<file path="src/hw/rtl/aabb_cs_ram.sv">
`timescale 1ns / 1ps
// ----------------------------------------------------------------------------
// Generic single-port-write RAM
// One write port and one read port with the read data registered.
// ----------------------------------------------------------------------------
module aabb_cs_ram #(
    parameter int WIDTH = 8,
    parameter int DEPTH = 64,
    localparam int AW = (DEPTH > 1) ? $clog2(DEPTH) : 1
) (
    input  logic             i_clk,
    input  logic             i_we,
    input  logic [AW-1:0]    i_waddr,
    input  logic [WIDTH-1:0] i_wdata,
    input  logic             i_re,
    input  logic [AW-1:0]    i_raddr,
    output logic [WIDTH-1:0] o_rdata
);

    logic [WIDTH-1:0] r_mem [DEPTH];
    logic [WIDTH-1:0] r_rdata;

    always_ff @(posedge i_clk) begin
        if (i_we) begin
            r_mem[i_waddr] <= i_wdata;
        end
        if (i_re) begin
            r_rdata <= r_mem[i_raddr];
        end
    end

    assign o_rdata = r_rdata;

endmodule

</file>
<file path="config.mk">
export PLATFORM = sky130hd
export DESIGN_NAME = aabb_cs_ram
export DESIGN_NICKNAME = d
export VERILOG_FILES = /design/src/hw/rtl/aabb_cs_ram.sv
export SDC_FILE = /design/constraint.sdc
export NUM_CORES = 1
export LEC_CHECK = 0
export ABC_AREA = 1
export BUFFER_PORTS_ARGS = -buffer_cell sky130_fd_sc_hd__buf_2
export CORE_ASPECT_RATIO = 0.8
export CORE_MARGIN = 4
export CORE_UTILIZATION = 59
export CTS_BUF_LIST = sky130_fd_sc_hd__clkbuf_8
export CTS_CLUSTER_DIAMETER = 120
export CTS_CLUSTER_SIZE = 8
export DETAILED_ROUTE_END_ITERATION = 16
export GPL_TIMING_DRIVEN = 0
export HOLD_SLACK_MARGIN = 0.1
export MAX_ROUTING_LAYER = met4
export PLACE_DENSITY = 0.86
export SKIP_LAST_GASP = 1
export SYNTH_ARGS = -nofsm -noshare
export SYNTH_HDL_FRONTEND = slang
export SYNTH_SLANG_ARGS = --single-unit
</file>
<file path="constraint.sdc">
create_clock -name i_clk -period 2.1 [get_ports i_clk]
set_input_delay 0.315 -clock i_clk [delete_from_list [all_inputs] [get_ports i_clk]]
set_output_delay 0.315 -clock i_clk [all_outputs]
set_load 0.01 [all_outputs]
</file>
# After elaboration in Yosys (flattened, before gate mapping)
# Memory sizes are Yosys's and may differ from the RTL's. A register that Yosys moved wholly into a read port is not among the register bits.
# Index checks and enable logic that the tools add are counted.
# totals
regBits	0
ramBits	512
output_inout_bits	8
elab_cells	3
n_memories	1
# classes
mux	2
# mem_list
name	depth	width	read_ports	rd_ports_with_merged_regs	write_ports	line_no	rtl
r_mem	64	8	1	1	1	20	logic [WIDTH-1:0] r_mem [DEPTH];
# op_table
operator	n
1-bit 2-to-1 mux	2

# Logic depth before layout (Yosys ltp)
# depth
word_depth	2
mapped_depth	12
ltp_nobuf	9

# Least setup slack after synthesis
# OpenSTA, ideal clock, no wires.
# synth_path
kind	input to register
from	in i_we
to	mem r_mem[48][0], enable pin
setup_time_ns	0.395
arrival_time_ns	1.686
slack_ns	0.019
cell_stages	3
cell_sequence	clkbuf_1 > nand4_1 > nor4_1
# synth_between
elab_chain_cells	2
# synth_rtl
item	line_no	rtl
start: declaration	12	input logic i_we,
1-bit 2-to-1 mux	24	if (i_we) begin
1-bit 2-to-1 mux (not written as such)	25	r_mem[i_waddr] <= i_wdata;
end: declaration	20	
# No other way between the ends.

# Worst setup path after layout
# layout_path
from	in i_waddr[2]
to	mem r_mem[11][4], enable pin
# layout_lines
item	line_no	rtl
start: declaration	13	input logic [AW-1:0] i_waddr,
# No word-level cell before the write port.

==> reports/results.tsv <==
metric	value	unit
outcome	complete, but fails checks	
violated_checks	setup timing	
place_congestion	1.00	
starting_density_of_the_core	59.8	%
die_w	221	µm
layout_commonest_cell	nand2_1	
worst_skew_pair.late_latency	0.63	ns
timing.setup.critical_path_class	in2reg	
pin_count	31	
clkSinkCount	520	
number_of_global_route_vias_before_repair	14600	
synth.net_count	1828	
timing_worst_slew_pin_value	1.43	ns
timing.reg2reg.worst_path_depth	8	
worst_ir_drop_vdd	0.530	mV
drc	0	
grt_first_pass_wirelength	89.1	mm
core_area	35800	µm²
flow.area_growth_from_synthesis	8.97	%
layout.filler_cells	2527	
syn-cell-area	21400	µm²
tritoncts_clock_tree	yes	
final_critical_path_setup_slack	-0.141	ns
rsz0062_at_grt	yes	
yosys.cell_types.count	15	
tritoncts.num_buffers	74	
die-area	39400	µm²
die_h	178	µm
worst_setup_path_end_kind	register	
setup.worst_path.start_class	input pin	
slew_viol_final	0	
postSynthAreaPerCell	11.9	µm²
ys_seq_area_share	72.9	%
max_cap_viol_count	0	
hold_viol	0	
leakage	0.00842	µW
multiInputGateArea	5010	µm²
finalWirelength	60.7	mm
cts-htree-levels	3	
port-buffer-count	22	
min_from	i_wdata[3]	
critical_path.reg2reg.endpoint	o_rdata[2]$_DFFE_PP_	
regToRegSetupSlack	0.51	ns
drt_first_pass_iters	6	
mostFrequentLayoutCells	nand2_1 (648), edfxtp_1 (520), nand3_1 (439), clkbuf_8 (77), buf_2 (57)	
viasPerCell	6.43	
gr-total-overflow	0	
dp.final_hpwl	40.1	mm
drtAntennaViolNets	0	
synthCells	1805	
clock_tree.buffer_depth	3	
final-setup-viol-count	51	
post-route-min-period	2.24	ns
drtIter0Drc	2969	
detailed_place.area	22200	µm²
vias	15400	
layout.area.seq	15600	µm²
worst_r2r_startpoint	r_mem[35][2]$_DFFE_PP_	
drive_gt1_share	11.0	%
finalNetCount	1934	
maxClockFrequency	446	MHz
stdcell_area	23300	µm²
post-route-period-util	107	%
hold_depth	1	
critPathMaxFanout	9	
clock-skew-final	0.0436	ns
detail_routed_net_length_per_standard_cell	25.3	µm
synth.ff_latch_count	520	
rows	62	
critPathRequiredTime	2.33	ns
synth_warnings	0	
clk_root_buffer_cell	clkbuf_8	
hold_path.class	in2reg	
power_density_over_the_cells	852	nW/µm²
relSlewSlack	4.58	%
initial_antenna_violation_count	1	
hold_endpoint	r_mem[59][3]$_DFFE_PP_	
place_worst_setup_slack	-0.597	ns
track_usage	31.3	%
grt_start_max_net_pins	65	
critPathArrivalTime	2.47	ns
clk_pin_slew	0.06	ns
[cells by family after synthesis]
logic type	after synthesis	synth area share [%]
buf+inv	125	4.01
flops	520	72.9
simple gates	1160	23.1
[power by group]
group / switching [µW] / total [µW] / internal, µW
Sequential: 20.8 / 11500 / 11500
Clock: 3550 / 6800 / 3250
Combinational: 1150 / 1540 / 389
[worst max-delay path, cell delays in order]
cell and delay [ns]:
clkbuf_1 0.21, inv_1 0.31, nand4_1 0.65, nor2_1 0.97
[routing by layer]
layer  share of wire (%)  track usage, %
met2                  43            44.2
met4                 3.9            11.2
met3                  17            9.61
met1                  36            43.7
met5                   0               -
[worst max path at each step]
stage | startpoint | endpoint | slack, ns | cells after the start
2_1_floorplan | i_we | r_mem[48][0]$_DFFE_PP_ | 0.02 | 3
3_3_place_gp | i_waddr[3] | r_mem[48][7]$_DFFE_PP_ | -0.65 | 4
3_5_place_dp | i_waddr[0] | r_mem[2][4]$_DFFE_PP_ | -0.60 | 4
4_1_cts | i_waddr[0] | r_mem[2][5]$_DFFE_PP_ | 0.01 | 4
5_1_grt | i_waddr[0] | r_mem[10][4]$_DFFE_PP_ | -0.07 | 4
6_report | i_waddr[2] | r_mem[11][4]$_DFFE_PP_ | -0.14 | 4
[layout make-up]
cell class                 count  area share [%]
inverter                      12           0.214
sequential                   520            66.9
tap                          480            2.57
clock buffer                  77            4.54
buffer                       113            3.46
clock inverter                 2          0.0643
multi-input combinational   1160            21.5
antenna                        2          0.0214
timing repair buffer          30           0.761
[flip-flops by register name, indices dropped and copies added, names as in the netlist]
name,flops
o_rdata,8
r_mem,512
[cell usage after synthesis, drive strengths merged]
| cell type | instances | area [µm²] |
|---|---|---|
| nor2 | 56 | 210 |
| nand4 | 9 | 56.3 |
| buf | 98 | 752 |
| edfxtp | 520 | 15600 |
| inv | 12 | 50.1 |
| nand3 | 439 | 2200 |
| nor4 | 8 | 50.1 |
| nand2 | 648 | 2430 |
| clkbuf | 15 | 56.3 |
[metrics by stage]
stage,setup TNS [ns],total power (µW),util [%],hold WS (ns),std cells
after floorplan,0,12600,-,0.414,1805
after global placement,-107.30,13200,61.7,0.643,2307
after detailed placement,-173.41,13200,62.0,0.667,2314
after CTS,0,19700,65.1,0.340,2394
after global routing,-1.01,20400,65.1,0.363,2395
final,-3.48,19900,65.1,0.358,2396
[repair_timing]
| item | 4_1_cts | 5_1_grt |
|---|---|---|
| hold buffers | 1 | 0 |
| endpoints found under the hold margin | 8 | 0 |
| setup endpoints to repair | 0 | 57 |
| gates resized for setup | 0 | 5 |
| buffers inserted | 0 | 0 |
Note: power is estimated with default switching activity, not from simulation.
